**src/design/knsl_pkg.sv**
```systemverilog
package knsl_pkg;

    // Field widths
    localparam int C_DIST_W = 32;
    localparam int C_IDX_W  = 16;
    localparam int C_LEN_W  = 5;
    localparam int C_RANK_W = 4;

    // Most words one run may emit
    localparam int C_EMIT_CAP = 16;

    // Reset values
    localparam logic [C_LEN_W-1:0]  C_LEN_RST  = 5'd16;
    localparam logic [C_DIST_W-1:0] C_DIST_RST = '1;

    // Config register indexes
    typedef enum logic {
        REG_LIST_LENGTH = 1'b0,
        REG_INIT_DIST   = 1'b1
    } t_reg_idx;

    typedef enum logic {
        ST_IDLE,
        ST_EMIT
    } t_state;

    // Command broadcast along the cell row
    typedef struct packed {
        logic               insert;  // take a candidate this cycle
        logic               clear;   // reload all slots before the insert
        logic               rotate;  // shift active slots toward slot 0, wrap
        logic [C_LEN_W-1:0] len;     // active slot count, 1..16
    } t_row_cmd;

endpackage

```
**src/design/knsl_cell.sv**
```systemverilog
module knsl_cell
    import knsl_pkg::*;
#(
    parameter int IDX = 0
) (
    input  logic                i_clk,
    input  logic                i_rst_n,
    input  t_row_cmd            i_cmd,
    input  logic [C_DIST_W-1:0] i_init_dist,
    input  logic [C_DIST_W-1:0] i_dist,
    input  logic [C_IDX_W-1:0]  i_idx,
    input  logic                i_found,
    input  logic [C_DIST_W-1:0] i_prev_dist,
    input  logic [C_IDX_W-1:0]  i_prev_idx,
    input  logic [C_DIST_W-1:0] i_next_dist,
    input  logic [C_IDX_W-1:0]  i_next_idx,
    input  logic [C_DIST_W-1:0] i_head_dist,
    input  logic [C_IDX_W-1:0]  i_head_idx,
    output logic                o_found,
    output logic [C_DIST_W-1:0] o_eff_dist,
    output logic [C_IDX_W-1:0]  o_eff_idx,
    output logic [C_DIST_W-1:0] o_dist,
    output logic [C_IDX_W-1:0]  o_idx
);

    logic [C_DIST_W-1:0] r_dist, n_dist;
    logic [C_IDX_W-1:0]  r_idx, n_idx;
    logic                w_active, w_tail, w_gt;

    // Slot position against the active length
    assign w_active = 32'(IDX) < 32'(i_cmd.len);
    assign w_tail   = 32'(IDX) + 32'd1 == 32'(i_cmd.len);

    // Slot content as seen after an optional clear
    assign o_eff_dist = i_cmd.clear ? i_init_dist : r_dist;
    assign o_eff_idx  = i_cmd.clear ? '0 : r_idx;

    // Insert point: first active slot holding a larger distance
    assign w_gt    = w_active && (o_eff_dist > i_dist);
    assign o_found = i_found | w_gt;

    always_comb begin
        n_dist = r_dist;
        n_idx  = r_idx;
        priority if (i_cmd.insert) begin
            n_dist = o_eff_dist;
            n_idx  = o_eff_idx;
            if (w_active && i_found) begin
                n_dist = i_prev_dist;
                n_idx  = i_prev_idx;
            end else if (w_gt) begin
                n_dist = i_dist;
                n_idx  = i_idx;
            end
        end else if (i_cmd.rotate && w_active) begin
            n_dist = w_tail ? i_head_dist : i_next_dist;
            n_idx  = w_tail ? i_head_idx : i_next_idx;
        end else begin
            n_dist = r_dist;
            n_idx  = r_idx;
        end
    end

    always_ff @(posedge i_clk) begin
        if (!i_rst_n) begin
            r_dist <= C_DIST_RST;
            r_idx  <= '0;
        end else begin
            r_dist <= n_dist;
            r_idx  <= n_idx;
        end
    end

    assign o_dist = r_dist;
    assign o_idx  = r_idx;

endmodule

```
**config.mk**
```make
export PLATFORM = sky130hd
export DESIGN_NAME = knsl_cell
export DESIGN_NICKNAME = d
export VERILOG_FILES = /design/src/design/knsl_pkg.sv /design/src/design/knsl_cell.sv
export SDC_FILE = /design/constraint.sdc
export NUM_CORES = 1
export LEC_CHECK = 0
export BUFFER_PORTS_ARGS = -buffer_cell sky130_fd_sc_hd__buf_2
export CORE_AREA = 2 2 129 131
export DETAILED_ROUTE_END_ITERATION = 12
export DIE_AREA = 0 0 131 133
export GPL_TIMING_DRIVEN = 0
export SLEW_MARGIN = 0
export SYNTH_ARGS = -nofsm -noshare
export SYNTH_HDL_FRONTEND = slang
export SYNTH_SLANG_ARGS = --single-unit
```
**constraint.sdc**
```tcl
create_clock -name i_clk -period 4.7 [get_ports i_clk]
set_input_delay 0.47 -clock i_clk [delete_from_list [all_inputs] [get_ports i_clk]]
set_output_delay 0.47 -clock i_clk [all_outputs]
set_load 0.1 [all_outputs]
```
==> metrics.md <==
| Metric | Value |
|---|---|
| Status | `completed` |
| Core Region | `16,200 µm²` |
| CP Launch Type | `primary input` |
| Vias in the first global route | `6,707` |
| Synth async-reset ratio | `0%` |
| Max_slew headroom | `47.4%` |
| Share of layout cells above drive strength 1 | `39.3%` |
| Dpl ws | `-792 ps` |
| Final hold violation count | `0` |
| Cell mode on critical path | `buf_2` |
| Clock buffer depth | `2` |
| Initial antenna violation count | `2` |
| Root Buffer | `clkbuf_16` |
| Multi-input logic area | `approximately 3800 µm²` |
| Die area | `17,400 µm²` |
| Floorplan row count | `47` |
| CP max stage cell | `or4b_1` |
| MaxCap Viol Count | `0` |
| Max VDD drop | `between 0.00015 and 0.0002 V` |
| Sequential Area | `just under 1000 µm²` |
| Post-route cell area | `7310 µm²` |
| Sink Count | `between 40 and 50` |
| Skew final | `13.8 ps` |
| Final net count | `~1,300` |
| CP required | `4230 ps` |
| Setup CP Type | `primary input to output port` |
| Vias per cell | `approximately 5.5` |
| Crit path cell chain | `buf_2, clkbuf_4, buf_4, mux2_2, ha_1, nor2b_1, o211ai_1, a2111oi_2, or4b_1, buf_2, a21oi_4, buf_2, nand2b_2, buf_2` |
| Setup crit end kind | `output port` |
| Post-CTS setup buffer count | `0` |
| Max-slew violations | `0` |
| Area grow syn2layout | `41.5%` |
| Top_reg_cell synth | `dfxtp_1` |
| Pwr dens | `between 300 and 400 nW/µm²` |
| Die Wd | `approximately 130 µm` |
| Final WS setup | `around 200 ps` |
| FMAX | `222 MHz` |
| Final worst path period share | `95.7%` |
| Max FO, Critical Path | `10` |
| DP Wirelength | `about 21,000 µm` |
| Syn. warnings | `0` |
| Endpoints failing setup | `0` |
| # IOs | `~330` |
| Worst Path Arrival | `~4000 ps` |
| Number of flops mapped to enable cells by yosys | `0` |
| Least-Margin Pin Slew | `roughly 780 ps` |
| Initial Util | `a little under a third` |
| Routability cong. | `between 0.8 and 0.9` |
| All-Layer GR Usage | `28.6%` |
| Most common cell after layout, fill and taps aside | `buf_2` |
| H-tree depth | `2` |
| Pleak | `between 3 and 4 nW` |
| DR vias | `6,915` |
| Minimum clock period | `between 4000 and 5000 ps` |
| Routed Antenna Nets | `0` |
| Initial drt markers | `546` |
| Syn Std Cell Area | `a little over 5000 µm²` |
| RSZ-0062 raised after global routing | `no` |
| Largest net degree at the start of global routing | `17` |
| Hold slack | `between 400 and 500 ps` |
| Layout filler cell count | `between 1,500 and 2,000` |
| Post-CTS Hold Fix Bufs | `0` |
| 1st-pass router iterations | `5` |
| Port Buffers | `329` |
| HP Class | `primary input to register` |
| Placed Area | `between 7000 and 8000 µm²` |
| Sequential area share after synthesis | `a little under a fifth` |
| #FFs+latches synth | `48` |
| Power, Total | `2.27 mW` |
| Clk_lat worst skew | `around 310 ps` |
| Reg clk slew, reported paths | `about 80 ps` |
| Synthesized area per cell | `approximately 7.4 µm²` |
| Setup TNS | `0 ps` |
| First-pass GRT wire length | `between 30,000 and 40,000 µm` |
| Final wirelength | `25,900 µm` |
| DRC Markers | `0` |
| Num CTS Buffers | `5` |
| Most frequent cells in the layout | `buf_2 (346), nor2_1 (75), nand2_1 (56)` |
| WL/cell | `a little over 20 µm` |
| CTS tree | `done` |
| Die height | `between 100 and 150 µm` |
| Worst path max stage delay | `roughly 480 ps` |
| Grt ovf | `0` |
| Unique cell type count in the Yosys netlist | `43` |
| Gate Count Post-Synth | `around 690` |
| Syn_nets | `around 960` |
## final timing paths
path,start,end,slack [ps],cells after the start
hold reg to reg,o_idx[7],o_idx[7],590,2
setup / recovery,i_cmd[6],o_found,200,14
setup reg to reg,o_dist[13],o_dist[28],1630,9
hold / removal,i_prev_dist[0],o_dist[0],400,3
## worst max-delay path: cells and delay by family
family / cells / cell delay, ps
compound gates: 3 / 540
simple gates: 3 / 690
buf+inv: 6 / 1600
fa+ha+maj: 1 / 300
mux: 1 / 400
## power by group
group | internal [mW] | switching (mW) | total [mW]
Combinational | 0.305 | 1.03 | 1.33
Sequential | 0.452 | 0.0407 | 0.493
Clock | 0.254 | 0.195 | 0.449
## stage by stage
stage | util [%] | std cells
5_1_grt | 45.2 | 1252
6_report | 45.2 | 1252
2_1_floorplan | - | 694
3_3_place_gp | 43.8 | 1243
4_1_cts | 45.0 | 1251
3_5_place_dp | 43.8 | 1243
## Yosys cell counts, types with 2 or more instances
cell | count | area share [%]
nor2_1 | 75 | 5.5
nand2_1 | 56 | 4.1
mux2_2 | 31 | 6.8
nor2b_1 | 17 | 2.1
o311ai_0 | 23 | 3.9
ha_1 | 32 | 7.8
and2_1 | 4 | 0.48
mux2i_1 | 10 | 1.9
clkbuf_1 | 52 | 3.8
nor3_1 | 2 | 0.19
o211ai_1 | 16 | 2.3
nand4_1 | 9 | 1.1
nor4_1 | 2 | 0.24
a211oi_1 | 42 | 6.1
o221ai_1 | 9 | 1.5
a311oi_1 | 32 | 5.4
o21ai_2 | 2 | 0.34
a21o_1 | 5 | 0.73
a2111oi_0 | 16 | 2.7
a21boi_0 | 9 | 1.3
buf_2 | 15 | 1.5
o21ai_0 | 4 | 0.39
nand2b_1 | 2 | 0.24
dfxtp_1 | 48 | 19
buf_1 | 5 | 0.36
o2111ai_1 | 25 | 4.2
inv_1 | 34 | 2.5
a21oi_1 | 41 | 4.0
nand3b_1 | 7 | 1.0
nand3_1 | 49 | 4.7
o311ai_1 | 8 | 1.4
## final cells by class
cell class	instances	share of cell area (%)
multi-input combinational	538	52.1
timing repair buffer	329	22.5
sequential	48	13.2
buffer	73	4.30
tap	220	3.77
inverter	35	1.80
clock buffer	5	1.71
clock inverter	3	0.634
antenna	1	0.0343
## cell families after synthesis
| family | share of synthesized area [%] |
|---|---|
| and+or+nand+nor | 20.7 |
| DFF | 18.6 |
| AOI/OAI and AO/OA | 35.9 |
| adders and majority gates | 7.75 |
| muxes | 8.70 |
| buffers and inverters | 8.36 |
## routing by layer
layer	GRT usage, %	vias to the layer above	share of wire, %	wire length, µm
li1	-	3359	-	-
met1	37.0	3211	43	11000
met2	48.4	318	48	12500
met3	5.98	25	7.1	1850
met4	6.91	2	2.0	507
met5	0	-	0.027	7
## flip-flops by register name, indices dropped and copies added, names as in the netlist
signal  flops
o_idx      16
o_dist     32
## repair_timing
item / in CTS / in global routing
resized for setup: 11 / 10
pin swaps: 0 / 0
endpoints found under the setup margin: 4 / 1
(Power assumes the default switching activity.)
