==> src/design/knsl_pkg.sv <==
package knsl_pkg;

    // Field widths
    localparam int C_DIST_W = 32;
    localparam int C_IDX_W  = 16;
    localparam int C_LEN_W  = 5;
    localparam int C_RANK_W = 4;

    // Most words one run may emit
    localparam int C_EMIT_CAP = 16;

    // Reset values
    localparam logic [C_LEN_W-1:0]  C_LEN_RST  = 5'd16;
    localparam logic [C_DIST_W-1:0] C_DIST_RST = '1;

    // Config register indexes
    typedef enum logic {
        REG_LIST_LENGTH = 1'b0,
        REG_INIT_DIST   = 1'b1
    } t_reg_idx;

    typedef enum logic {
        ST_IDLE,
        ST_EMIT
    } t_state;

    // Command broadcast along the cell row
    typedef struct packed {
        logic               insert;  // take a candidate this cycle
        logic               clear;   // reload all slots before the insert
        logic               rotate;  // shift active slots toward slot 0, wrap
        logic [C_LEN_W-1:0] len;     // active slot count, 1..16
    } t_row_cmd;

endpackage

==> src/design/knsl_ctrl.sv <==
module knsl_ctrl
    import knsl_pkg::*;
#(
    parameter int LIST_SIZE = 16
) (
    input  logic                i_clk,
    input  logic                i_rst_n,
    input  logic                i_in_valid,
    input  logic                i_first,
    input  logic                i_last,
    output logic                o_in_stall,
    input  logic                i_cfg_valid,
    input  logic                i_cfg_index,
    input  logic [C_DIST_W-1:0] i_cfg_data,
    output logic                o_cfg_ready,
    input  logic [C_DIST_W-1:0] i_head_dist,
    input  logic [C_IDX_W-1:0]  i_head_idx,
    output t_row_cmd            o_cmd,
    output logic [C_DIST_W-1:0] o_init_dist,
    output logic                o_out_valid,
    input  logic                i_out_stall,
    output logic [C_RANK_W-1:0] o_rank,
    output logic [C_DIST_W-1:0] o_dist,
    output logic [C_IDX_W-1:0]  o_idx,
    output logic                o_last
);

    localparam int EMIT_MAX = (LIST_SIZE < C_EMIT_CAP) ? LIST_SIZE : C_EMIT_CAP;

    t_state                r_state, n_state;
    logic [C_LEN_W-1:0]    r_len;
    logic [C_DIST_W-1:0]   r_init;
    logic [C_RANK_W-1:0]   r_cnt;
    logic                  r_out_valid;
    logic [C_RANK_W-1:0]   r_rank;
    logic [C_DIST_W-1:0]   r_dist;
    logic [C_IDX_W-1:0]    r_idx;
    logic                  r_last;
    logic [C_LEN_W-1:0]    w_n;
    logic                  w_accept, w_load, w_last_word, w_cfg_wr;

    // Active length: saturate into 1..EMIT_MAX
    always_comb begin
        priority if (r_len == '0) begin
            w_n = C_LEN_W'(1);
        end else if (r_len > C_LEN_W'(EMIT_MAX)) begin
            w_n = C_LEN_W'(EMIT_MAX);
        end else begin
            w_n = r_len;
        end
    end

    // Config registers, written only between runs
    assign o_cfg_ready = (r_state == ST_IDLE);
    assign w_cfg_wr    = i_cfg_valid && o_cfg_ready;

    always_ff @(posedge i_clk) begin
        if (!i_rst_n) begin
            r_len  <= C_LEN_RST;
            r_init <= C_DIST_RST;
        end else if (w_cfg_wr) begin
            unique case (t_reg_idx'(i_cfg_index))
                REG_LIST_LENGTH: r_len  <= i_cfg_data[C_LEN_W-1:0];
                REG_INIT_DIST:   r_init <= i_cfg_data;
                default: ;
            endcase
        end
    end

    assign o_init_dist = r_init;

    assign w_accept    = i_in_valid && !o_in_stall;
    assign w_load      = (r_state == ST_EMIT) && (!r_out_valid || !i_out_stall);
    assign w_last_word = ({1'b0, r_cnt} == w_n - C_LEN_W'(1));

    // Next state
    always_comb begin
        n_state = r_state;
        unique case (r_state)
            ST_IDLE: if (w_accept && i_last) n_state = ST_EMIT;
            ST_EMIT: if (w_load && w_last_word) n_state = ST_IDLE;
            default: n_state = ST_IDLE;
        endcase
    end

    // Outputs of the sequencer
    always_comb begin
        o_in_stall   = 1'b1;
        o_cmd.insert = 1'b0;
        o_cmd.clear  = 1'b0;
        o_cmd.rotate = 1'b0;
        o_cmd.len    = w_n;
        unique case (r_state)
            ST_IDLE: begin
                o_in_stall   = 1'b0;
                o_cmd.insert = i_in_valid;
                o_cmd.clear  = i_in_valid && i_first;
            end
            ST_EMIT: begin
                o_cmd.rotate = w_load;
            end
            default: ;
        endcase
    end

    always_ff @(posedge i_clk) begin
        if (!i_rst_n) begin
            r_state     <= ST_IDLE;
            r_cnt       <= '0;
            r_out_valid <= 1'b0;
        end else begin
            r_state <= n_state;
            if (w_accept) begin
                r_cnt <= '0;
            end else if (w_load) begin
                r_cnt <= r_cnt + C_RANK_W'(1);
            end
            if (w_load) begin
                r_out_valid <= 1'b1;
            end else if (!i_out_stall) begin
                r_out_valid <= 1'b0;
            end
        end
    end

    // Output word register, fed from slot 0 as the row rotates
    always_ff @(posedge i_clk) begin
        if (w_load) begin
            r_rank <= r_cnt;
            r_dist <= i_head_dist;
            r_idx  <= i_head_idx;
            r_last <= w_last_word;
        end
    end

    assign o_out_valid = r_out_valid;
    assign o_rank      = r_rank;
    assign o_dist      = r_dist;
    assign o_idx       = r_idx;
    assign o_last      = r_last;

    // No candidate enters the row while it is rotating out
    a_no_insert_in_emit: assert property (@(posedge i_clk) disable iff (!i_rst_n)
        !(o_cmd.insert && o_cmd.rotate))
        else $error("insert during emission");

    // Count stays inside the active list during a run
    a_cnt_in_range: assert property (@(posedge i_clk) disable iff (!i_rst_n)
        (r_state == ST_EMIT) |-> ({1'b0, r_cnt} < w_n))
        else $error("emit count past list length");

    // A run starts only on an accepted last candidate
    a_run_start: assert property (@(posedge i_clk) disable iff (!i_rst_n)
        (r_state == ST_EMIT && $past(r_state) == ST_IDLE) |-> $past(w_accept && i_last))
        else $error("emission without last candidate");

    // Loading the final rank ends the run
    a_run_end: assert property (@(posedge i_clk) disable iff (!i_rst_n)
        (w_load && w_last_word) |=> (r_state == ST_IDLE && r_out_valid && r_last))
        else $error("run did not end on final rank");

endmodule

==> config.mk <==
export PLATFORM = sky130hd
export DESIGN_NAME = knsl_ctrl
export DESIGN_NICKNAME = d
export VERILOG_FILES = /design/src/design/knsl_pkg.sv /design/src/design/knsl_ctrl.sv
export SDC_FILE = /design/constraint.sdc
export NUM_CORES = 1
export LEC_CHECK = 0
export BUFFER_PORTS_ARGS = -buffer_cell sky130_fd_sc_hd__buf_2
export CORE_ASPECT_RATIO = 1.1
export CORE_MARGIN = 1.5
export CORE_UTILIZATION = 30
export DETAILED_ROUTE_END_ITERATION = 8
export GPL_ROUTABILITY_DRIVEN = 0
export GPL_TIMING_DRIVEN = 1
export HOLD_SLACK_MARGIN = 0.02
export PLACE_DENSITY = 0.68
export SYNTH_ARGS = -nofsm -noshare
export SYNTH_HDL_FRONTEND = slang
export SYNTH_SLANG_ARGS = --single-unit
==> constraint.sdc <==
create_clock -name i_clk -period 8.12 [get_ports i_clk]
set_clock_uncertainty 0.2 [all_clocks]
set_input_delay 0.812 -clock i_clk [delete_from_list [all_inputs] [get_ports i_clk]]
set_output_delay 0.812 -clock i_clk [all_outputs]
set_load 0.02 [all_outputs]
==> results.md, run 1 <==
* Clock transition at path regs at 0.06 ns
* Endpoints failing setup at 0
* Number of iterations in the first detailed-routing pass at 4
* Routed vias/inst at approximately 4.3
* Worst reg2reg startpoint: r_state$_SDFF_PN0_
* Count of buffers from port buffering at 183
* Proportion of power drawn by flip-flops and latches at 51.6%
* Num Clock Sinks at 96
* Area taken by multi-input logic gates at approximately 800 µm²
* Non-Filler Cell Area, Final at ~4700 µm²
* Fraction of synthesized cell area taken by the top area cell type at between 40% and 50%
* Largest net degree at the start of global routing at 58
* DPL Wire Length at 6370 µm
* Dominant cell type by count on the critical path: buf_2
* RSZ-0062 raised after global routing: false
* Share of synthesized registers carrying an async set or reset at 0%
* Count of yosys warnings during synthesis at 0
* Most common flop cell mapped by yosys: edfxtp_1
* Worst hold margin at 0.2660 ns
* CTS root buf: clkbuf_16
* Count of antenna-violating nets left after detailed routing at 0
* Total wire length after detailed routing at 8371 µm
* Most used standard cells in the synthesized netlist: nand2_1 (67), edfxtp_1 (53), dfxtp_1 (43)
* Areal power density over the cells at 230.2 nW/µm²
* Net count of the mapped netlist at 350
* # DRC at 0
* Leakage component of the power at 2.072 nW
* Min Clock Period, post-route at 2.562 ns
* Die W at slightly above 100 µm
* Share of synthesized area occupied by flip-flops and latches at 74.10%
* #FFs+latches synth at 96
* Combinational fraction of design power at 11.7%
* Part of the total power dissipated in the clock network at 36.7%
* Global-route wire length before repair at 12340 µm
* CP endpoint kind: output port
* Post-CTS Setup Inserts at 0
* Area added between synthesis and finish at 40.57%
* Synth area leader: edfxtp_1
* Antenna cell count at 0
* Number of max-capacitance violations reported at 0
* Synthesized netlist cell count at 260
* Number of enable flip-flop cells after synthesis at 53
* Largest voltage drop on the vdd net at between 80 and 90 µV
* Core Box Area at approximately 11000 µm²
* Number of buffers added to fix hold violations after cts at 0
* Gates resized, CTS repair at 0
* Final number of max-transition violations at 0
* Origin of the worst setup path: i_in_valid
* Worst hold path type: register to register
* Number of clock buffers inserted by TritonCTS at 9
* Count of unique library cells instantiated by Yosys at 31
* Startpoint of the lowest-slack hold path: o_init_dist[8]$_SDFFE_PN1P_
* Sw Share at approximately 25%
* Endpoint required time on the critical path at 7.11 ns
* Synth Cell Area at 3309 µm²
* Site row count at 40
* Crit path launch type: primary input
* Global route overflow at 0
* Critical path class: primary input to output port
* P_int at 0.8000 mW
* Post-route setup TNS at 0 ns
* Final Net Count at 532
* Clock tree from TritonCTS: yes
* Number of H-tree levels at 3
* Clk Latency, worst-skew pair at between 0.3 and 0.4 ns
* Slew of the pin with the lowest slew margin at 1.153 ns
* Antenna violations before repair at 0
* Starting utilization of the core area at 30.61%
* Outcome: finished, final reports clean
* Worst-path cell chain: buf_2, nor2b_1, and2_1, buf_2
* I/O pin count at 184
* GRT Total Usage at ~14%
* Number of global-route vias before repair at 2394
* Leading cell types by total area after synthesis: edfxtp_1 (48%), dfxtp_1 (26%), nand2_1 (7.6%), nand3_1 (5.3%), mux2i_1 (1.8%)
* Fin. Hold Viols at 0
* Storage element area at 2452 µm²
* Filler cells at between 1000 and 1500
* Highest fanout seen on the critical path at 3
* Area of placed instances at 4372 µm²
* Final worst-path cycle share at a little under a third
* Cell type of the slowest stage on the worst timing path: nor2b_1
* Most common cell in the synthesized netlist: nand2_1
* Number of buffers between clock root and the deepest sink at 2
* Routed WL per cell at 14.09 µm
* Delay of the slowest cell on the worst path at 0.26 ns
* Count of routing violations after the opening detailed-route iteration at 82
* Post-Synthesis Mean Instance Area at ~13 µm²
* Die area at 11670 µm²
* Relative slew margins at 22.89%
* Die Y-Extent at 113.2 µm
* Highest clock frequency the design can meet at about 390 MHz
* Total number of vias at between 2000 and 3000
* NetSw at 0.2710 mW
* Arrival time of the worst setup path at roughly 1.6 ns
* Layout cell share with drive strength beyond 1 at 45.86%
[cell usage in the layout, fill, tap and decap left out, types with 3 or more instances in the layout]
cell          n
buf_2       183
nand2_1      67
edfxtp_1     53
dfxtp_1      43
nand3_1      35
clkbuf_16     9
nor2b_1       7
mux2i_1       6
xor2_1        5
nor2_1        4
nand2b_1      3
xnor2_1       3
clkinvlp_4    3
[stage by stage]
step / setup slack [ns] / cells / util, % / power [mW]
2_1_floorplan: 4.360 / 260 / - / 0.6334
3_3_place_gp: 5.604 / 578 / 40.44 / 0.6878
3_5_place_dp: 5.553 / 578 / 40.44 / 0.6904
4_1_cts: 5.552 / 594 / 43.03 / 1.089
5_1_grt: 5.491 / 594 / 43.03 / 1.123
6_report: 5.558 / 594 / 43.03 / 1.071
[power by group through the flow]
stage          logic, mW  clock network (mW)  registers, mW
6_report           0.125               0.393          0.553
5_1_grt            0.138               0.429          0.556
4_1_cts            0.127               0.409          0.553
3_5_place_dp       0.127                   0          0.564
3_3_place_gp       0.124                   0          0.563
2_1_floorplan     0.0398                   0          0.594
[final cells by class]
class | count | area share, %
timing repair buffer | 184 | 19.85
sequential | 96 | 52.72
tap | 147 | 3.954
clock inverter | 6 | 1.103
multi-input combinational | 148 | 17.21
clock buffer | 10 | 4.922
inverter | 3 | 0.2421
[critical path: cells and delay by family]
kind                   cells  cell delay [ns]
buffers and inverters      2             0.27
AND/OR/NAND/NOR            2             0.45
[kinds of logic after synthesis]
family / after synthesis / share of synthesized area [%]
mux: 6 / 1.815
buf+inv: 16 / 1.928
simple gates: 126 / 17.81
fa+ha+maj: 2 / 0.7560
compound gates: 6 / 1.475
flops: 96 / 74.10
xor+xnor: 8 / 2.117
[worst paths after layout]
path                                                     end  slack, ns  depth (start not counted)
worst max-delay path                                o_cmd[6]       5.56                          4
worst min-delay path             o_init_dist[8]$_SDFFE_PN1P_       0.27                          2
worst max register to register  o_init_dist[30]$_SDFFE_PN1P_       5.92                          4
worst min register to register   o_init_dist[8]$_SDFFE_PN1P_       0.27                          2
[sequential cells by signal, indices dropped and copies added, names as in the netlist]
| name | flops |
|---|---|
| r_cnt | 4 |
| o_out_valid | 1 |
| o_init_dist | 32 |
| r_state | 1 |
| r_len | 5 |
| o_last | 1 |
| o_dist | 32 |
| o_idx | 16 |
| o_rank | 4 |
[per-layer routing]
metal | wire, µm | global-route usage (%) | up-vias
met5 | 0 | 0 | -
met4 | 99 | 4.865 | 0
met3 | 1196 | 7.659 | 6
met2 | 3709 | 22.06 | 146
met1 | 3365 | 17.12 | 1152
li1 | - | - | 1259
No activity file was read; power rests on OpenSTA's default activity.
==> run 2: changes to the inputs <==
--- a/config.mk
+++ b/config.mk
@@ -13,7 +13,7 @@
 export GPL_ROUTABILITY_DRIVEN = 0
 export GPL_TIMING_DRIVEN = 1
 export HOLD_SLACK_MARGIN = 0.02
-export PLACE_DENSITY = 0.68
+export PLACE_DENSITY = 0.7
 export SYNTH_ARGS = -nofsm -noshare
 export SYNTH_HDL_FRONTEND = slang
 export SYNTH_SLANG_ARGS = --single-unit
==> constraint.sdc (replaced) <==
create_clock -name i_clk -period 2.1 [get_ports i_clk]
set_clock_uncertainty 0.2 [all_clocks]
set_input_delay 0.21 -clock i_clk [delete_from_list [all_inputs] [get_ports i_clk]]
set_output_delay 0.21 -clock i_clk [all_outputs]
set_load 0.02 [all_outputs]
==> run 2 against run 1 <==
Net effect:
- non-clock buffer count rose by 88
- cell count rose by 15%
- largest power group unchanged
- global-route usage is 2.1 points higher
- power rose to 4.3 times the previous value
- via count up 15%
- die area is the same
==> results.md, run 2 (synthesis gave the netlist of run 1 again) <==
* Antenna cell count at 0 (unchanged)
* Die area at 11670 µm² (unchanged)
* Num Clock Sinks at 96 (unchanged)
* Min Clock Period, post-route at 1.998 ns
* Critical path class: primary input to output port (unchanged)
* # DRC at 0 (unchanged)
* Total wire length after detailed routing at 9619 µm (was 8371 µm)
* RSZ-0062 raised after global routing: false (unchanged)
* Global route overflow at 0 (unchanged)
* Number of non-filler instances in the completed layout at 682 (was 594)
* Outcome: finished, final reports clean (unchanged)
* Areal power density over the cells at 826.6 nW/µm² (was 230.2 nW/µm²)
* Routed WL per cell at 14.10 µm (was 14.09 µm)
* Number of H-tree levels at 3 (unchanged)
* CTS root buf: clkbuf_16 (unchanged)
* Clock tree from TritonCTS: yes (unchanged)
* Filler cells at 934 (was 1045)
* Endpoints failing setup at 0 (unchanged)
* Worst reg2reg startpoint: r_len[2]$_SDFFE_PN0P_ (was r_state$_SDFF_PN0_)
* Number of global-route vias before repair at 2946 (was 2394)
* Largest voltage drop on the vdd net at 419.1 µV (was 80.35 µV)
* Crit path launch type: primary input (unchanged)
* Post-route setup TNS at 0 ns (unchanged)
* Commonest cells after routing, fill and taps aside: buf_2 (183), dlygate4sd3_1 (81), nand2_1 (67) (was buf_2 (183), nand2_1 (67), edfxtp_1 (53))
* Clk Latency, worst-skew pair at 0.34 ns (was 0.33 ns)
* Starting utilization of the core area at 30.61% (unchanged)
* Final Net Count at 620 (was 532)
* Fin. Hold Viols at 0 (unchanged)
* Final worst-path cycle share at 95.15%
* Count of antenna-violating nets left after detailed routing at 0 (unchanged)
* Global-route wire length before repair at 14320 µm (was 12340 µm)
* Final number of max-transition violations at 0 (unchanged)
* Core Box Area at 10810 µm² (unchanged)
* Count of buffers from port buffering at 183 (unchanged)
* Number of iterations in the first detailed-routing pass at 4 (unchanged)
* Die W at 103.1 µm (unchanged)
* Number of buffers between clock root and the deepest sink at 2 (unchanged)
* Post-layout worst setup margin at 0.1017 ns (was 5.558 ns)
* Area added between synthesis and finish at 69.11% (was 40.57%)
* Placed Cells at 585 (was 578)
* I/O pin count at 184 (unchanged)
* Slew of the pin with the lowest slew margin at 0.5090 ns (was 1.153 ns)
* DPL Wire Length at 6247 µm (was 6370 µm)
* Power Total at 4.626 mW (was 1.071 mW)
* Origin of the worst setup path: i_out_stall (was i_in_valid)
* Leading cell type in the layout, fill and taps excluded: buf_2 (unchanged)
* Number of clock buffers inserted by TritonCTS at 9 (unchanged)
* Relative slew margins at 65.92% (was 22.89%)
* Post-CTS Setup Inserts at 0 (unchanged)
* Total number of vias at 2937 (was 2563)
* Die Y-Extent at 113.2 µm (unchanged)
* Number of max-capacitance violations reported at 0 (unchanged)
* Highest clock frequency the design can meet at between 500 and 600 MHz
* GRT Total Usage at 16.44% (was 14.36%)
* Largest net degree at the start of global routing at 59 (was 58)
* Antenna violations before repair at 0 (unchanged)
* Layout cell share with drive strength beyond 1 at 39.81% (was 45.86%)
* Worst hold path type: primary input to register (was register to register)
* Count of routing violations after the opening detailed-route iteration at 93 (was 82)
* Highest fanout seen on the critical path at 58 (was 3)
* Site row count at 40 (unchanged)
* Pre-CTS setup slack at 0.1222 ns (was 5.553 ns)
* Endpoint required time on the critical path at 1.69 ns (was 7.11 ns)
* Leakage component of the power at 2.487 nW (was 2.072 nW)
* CP endpoint kind: output port (unchanged)
* Routed vias/inst at 4.306 (was 4.315)
* Arrival time of the worst setup path at 1.59 ns (was 1.55 ns)
* Clock transition at path regs at 0.07 ns (was 0.06 ns)
* Startpoint of the lowest-slack hold path: i_last (was o_init_dist[8]$_SDFFE_PN1P_)
==> run 2: repair_timing <==
action                                 CTS  global route
endpoints found under the hold margin   86             0
gates resized for setup                  0             0
hold buffers                            81             0
==> run 2: power breakdown <==
group          internal [mW]  switching (mW)
registers               2.09          0.0431
clock network           1.17           0.693
logic                  0.290           0.333
total                   3.56            1.07
==> run 2: metrics by stage <==
step           hold slack, ns  instance area (µm²)  utilization [%]
2_1_floorplan          0.1089                 3321                -
3_3_place_gp           0.1874                 4441            41.08
3_5_place_dp           0.1884                 4441            41.08
4_1_cts               0.05032                 5597            51.77
5_1_grt               0.07832                 5597            51.77
6_report              0.06425                 5597            51.77
==> run 2: final cells by class <==
cell class	instances	area, µm²	area share [%]
well taps	147	183.9	3.286
repair buffers	272	1799	32.15
clock buffers	10	229.0	4.091
multi-input cells	148	800.8	14.31
flip-flops and latches	96	2456	43.89
clock inverters	6	116.4	2.079
inverters	3	11.26	0.2012
==> run 2: layer usage <==
metal  share of wire, %  vias up  wire length [µm]  global-route usage (%)
met5                  0        -                 0                       0
met4                2.0        0               195                   7.477
met3                9.7       16               935                   5.868
met2                 48      148              4597                   28.33
met1                 40     1346              3890                   17.85
li1                   -     1427                 -                       -
==> run 2: worst max-delay path: stages <==
cell	delay, ns
dlygate4sd3_1	0.55
buf_2	0.15
a21boi_4	0.14
buf_12	0.29
buf_2	0.23
==> run 2: final timing paths <==
check / endpoint / slack [ns] / cells after the start
worst max-delay path: o_cmd[5] / 0.10 / 5
worst min-delay path: r_state$_SDFF_PN0_ / 0.06 / 4
worst max register to register: o_last$_DFFE_PP_ / 0.15 / 6
worst min register to register: o_init_dist[7]$_SDFFE_PN1P_ / 0.27 / 2
==> run 3: changes to the inputs <==
--- a/config.mk
+++ b/config.mk
@@ -6,14 +6,16 @@
 export NUM_CORES = 1
 export LEC_CHECK = 0
 export BUFFER_PORTS_ARGS = -buffer_cell sky130_fd_sc_hd__buf_2
+export CELL_PAD_IN_SITES_DETAIL_PLACEMENT = 1
+export CELL_PAD_IN_SITES_GLOBAL_PLACEMENT = 2
 export CORE_ASPECT_RATIO = 1.1
 export CORE_MARGIN = 1.5
-export CORE_UTILIZATION = 30
+export CORE_UTILIZATION = 23
 export DETAILED_ROUTE_END_ITERATION = 8
 export GPL_ROUTABILITY_DRIVEN = 0
 export GPL_TIMING_DRIVEN = 1
 export HOLD_SLACK_MARGIN = 0.02
-export PLACE_DENSITY = 0.7
+export PLACE_DENSITY_LB_ADDON = 0.1
 export SYNTH_ARGS = -nofsm -noshare
 export SYNTH_HDL_FRONTEND = slang
 export SYNTH_SLANG_ARGS = --single-unit
==> constraint.sdc (replaced) <==
create_clock -name i_clk -period 2.1 [get_ports i_clk]
set_clock_uncertainty 0.2 [all_clocks]
set_input_delay 0.42 -clock i_clk [delete_from_list [all_inputs] [get_ports i_clk]]
set_output_delay 0.42 -clock i_clk [all_outputs]
set_load 0.02 [all_outputs]
==> run 3 against run 2 <==
Net effect:
- clock power decreased by 12%
- register-to-register slack about the same
- wire length up 0.12%
- count of clock-buffer cells in the layout is 1 lower
- critical path type is now register to register
==> results.md, run 3 (synthesis gave the netlist of run 1 again) <==
* Outcome: finished, final reports clean (unchanged)
* Count of antenna-violating nets left after detailed routing at 0 (unchanged)
* DPL Wire Length at 7265 µm (was 6247 µm)
* Number of iterations in the first detailed-routing pass at 4 (unchanged)
* Count of buffers from port buffering at 183 (unchanged)
* Peak-usage layer in the global routing report: met2 (unchanged)
* Number of buffers between clock root and the deepest sink at 2 (unchanged)
* Highest clock frequency the design can meet at 510.0 MHz (was 500.4 MHz)
* Site row count at 45 (was 40)
* Global route overflow at 0 (unchanged)
* Largest voltage drop on the vdd net at 415.4 µV (was 419.1 µV)
* Antenna cell count at 0 (unchanged)
* Num Clock Sinks at 96 (unchanged)
* R2R Setup Slk at 0.14 ns (was 0.15 ns)
* Total number of vias at 2676 (was 2937)
* Routed WL per cell at 14.98 µm (was 14.10 µm)
* Area taken by multi-input logic gates at 805.8 µm² (was 800.8 µm²)
* Relative slew margins at 63.19% (was 65.92%)
* Met1 global-route usage at 16.42% (was 17.85%)
* Die W at 117.4 µm (was 103.1 µm)
* Utilization of the core after routing at 34.50% (was 51.77%)
* Number of stages on the worst hold path at 1 (was 4)
* Core Box Area at 13910 µm² (was 10810 µm²)
* Filler cells at 1619 (was 934)
* GRT Total Usage at 12.94% (was 16.44%)
* Final Net Count at 540 (was 620)
* Arrival time of the worst setup path at 1.84 ns (was 1.59 ns)
* Commonest cells after routing, fill and taps aside: buf_2 (183), nand2_1 (67), edfxtp_1 (53) (was buf_2 (183), dlygate4sd3_1 (81), nand2_1 (67))
* Met3 routing resource usage after global routing at 5.142% (was 5.868%)
* Depth of the worst register-to-register path at 6 (unchanged)
* Fin. Hold Viols at 0 (unchanged)
* Power Total at 4.279 mW (was 4.626 mW)
* Clock tree from TritonCTS: yes (unchanged)
* Slew of the pin with the lowest slew margin at 0.5497 ns (was 0.5090 ns)
* Endpoint required time on the critical path at 1.98 ns (was 1.69 ns)
* Layout cell share with drive strength beyond 1 at 47.03% (was 39.81%)
* Number of clock buffers inserted by TritonCTS at 9 (unchanged)
* RSZ-0062 raised after global routing: false (unchanged)
* Global-route wire length before repair at 14900 µm (was 14320 µm)
* Number of max-capacitance violations reported at 0 (unchanged)
* Critical path class: register to register (was primary input to output port)
* Count of routing violations after the opening detailed-route iteration at 138 (was 93)
* Final number of max-transition violations at 0 (unchanged)
* I/O pin count at 184 (unchanged)
* CTS root buf: clkbuf_16 (unchanged)
* Endpoints failing setup at 0 (unchanged)
* CP endpoint kind: register (was output port)
* Clk Latency, worst-skew pair at 0.34 ns (about the same)
* Leakage component of the power at 2.136 nW (was 2.487 nW)
* Routed vias/inst at 4.162 (was 4.306)
* Die Y-Extent at 128.8 µm (was 113.2 µm)
* Reg-to-reg critical path endpoint: o_last$_DFFE_PP_ (unchanged)
* Total wire length after detailed routing at 9631 µm (was 9619 µm)
* Leading cell type in the layout, fill and taps excluded: buf_2 (unchanged)
* End of the worst hold path: o_dist[0]$_DFFE_PP_ (was r_state$_SDFF_PN0_)
* Highest fanout seen on the critical path at 5 (was 58)
* Die area at 15120 µm² (was 11670 µm²)
* Clock transition at path regs at 0.07 ns (about the same)
* Crit path launch type: register (was primary input)
* Area added between synthesis and finish at 44.99% (was 69.11%)
* Worst hold path type: primary input to register (unchanged)
* Storage element area at 2456 µm² (unchanged)
* Placed Cells at 627 (was 585)
* Min Clock Period, post-route at 1.961 ns (was 1.998 ns)
* Number of non-filler instances in the completed layout at 643 (was 682)
* Worst reg2reg startpoint: r_len[2]$_SDFFE_PN0P_ (unchanged)
* Post-route setup TNS at 0 ns (unchanged)
* Met2 track demand over resource at 19.34% (was 28.33%)
* # DRC at 0 (unchanged)
* Starting utilization of the core area at 23.80% (was 30.61%)
* Number of H-tree levels at 3 (unchanged)
* Antenna violations before repair at 0 (unchanged)
* Areal power density over the cells at 891.7 nW/µm² (was 826.6 nW/µm²)
* Startpoint of the lowest-slack hold path: i_head_dist[0] (was i_last)
* Final worst-path cycle share at 93.38% (was 95.15%)
* Number of global-route vias before repair at 2649 (was 2946)
* Largest net degree at the start of global routing at 39 (was 59)
==> run 3: cell types whose count changed in the layout (fill, tap and decap cells not counted), sizes merged <==
cell         change
clkinv           +2
clkbuf           -1
inv              +1
dlygate4sd3     -81
buf              +1
bufinv           -2
==> run 3: layout make-up <==
cell class,count,share of cell area (%)
well taps,188,4.902
clock inverters,7,1.434
multi-input cells,148,16.79
flip-flops and latches,96,51.19
inverters,3,0.2347
repair buffers,192,20.76
clock buffers,9,4.694
==> run 3: routing by layer <==
layer	routed length [µm]	share of wire (%)
met3	983	10
met2	4170	43
met4	180	1.9
met5	0	0
met1	4297	45
==> run 3: worst max path at each step <==
| stage | from | to | slack, ns |
|---|---|---|---|
| finish | r_len[2]$_SDFFE_PN0P_ | o_last$_DFFE_PP_ | 0.14 |
| global route | r_len[2]$_SDFFE_PN0P_ | o_last$_DFFE_PP_ | 0.008 |
| CTS | r_len[2]$_SDFFE_PN0P_ | o_cmd[0] | 0.11 |
| detailed placement | r_len[2]$_SDFFE_PN0P_ | o_last$_DFFE_PP_ | 0.14 |
| global placement | r_len[2]$_SDFFE_PN0P_ | r_state$_SDFF_PN0_ | 0.19 |
| floorplan | i_out_stall | o_cmd[5] | -0.22 |
==> run 3: per-stage QoR <==
step	setup slack [ns]	area, µm²	hold slack (ns)
5_1_grt	0.007620	4798	0.02762
6_report	0.1391	4798	0.04922
4_1_cts	0.1067	4793	0.03127
2_1_floorplan	-0.2189	3324	0.2706
3_3_place_gp	0.1875	4499	0.2444
3_5_place_dp	0.1439	4499	0.2580
==> run 3: where the power goes <==
group	internal, mW	total [mW]	switching [mW]	leakage, nW
combinational	0.194	0.507	0.313	1.14
clock	0.926	1.64	0.713	0.146
sequential	2.09	2.13	0.0423	0.848
total	3.21	4.28	1.07	2.14
==> run 3: what timing repair did <==
item | in CTS | in global routing
hold endpoints to repair | 0 | 0
setup endpoints to repair | 0 | 1
hold buffers | 0 | 0
resized for setup | 0 | 1
setup buffers | 0 | 0
==> run 3: critical path, cell delays in order, from the launching register on <==
cell      delay (ns)
dfxtp_1         0.41
nor3_2          0.07
o21bai_1        0.18
ha_1            0.22
or4b_1          0.44
nand3_1         0.12
nor4b_2         0.06
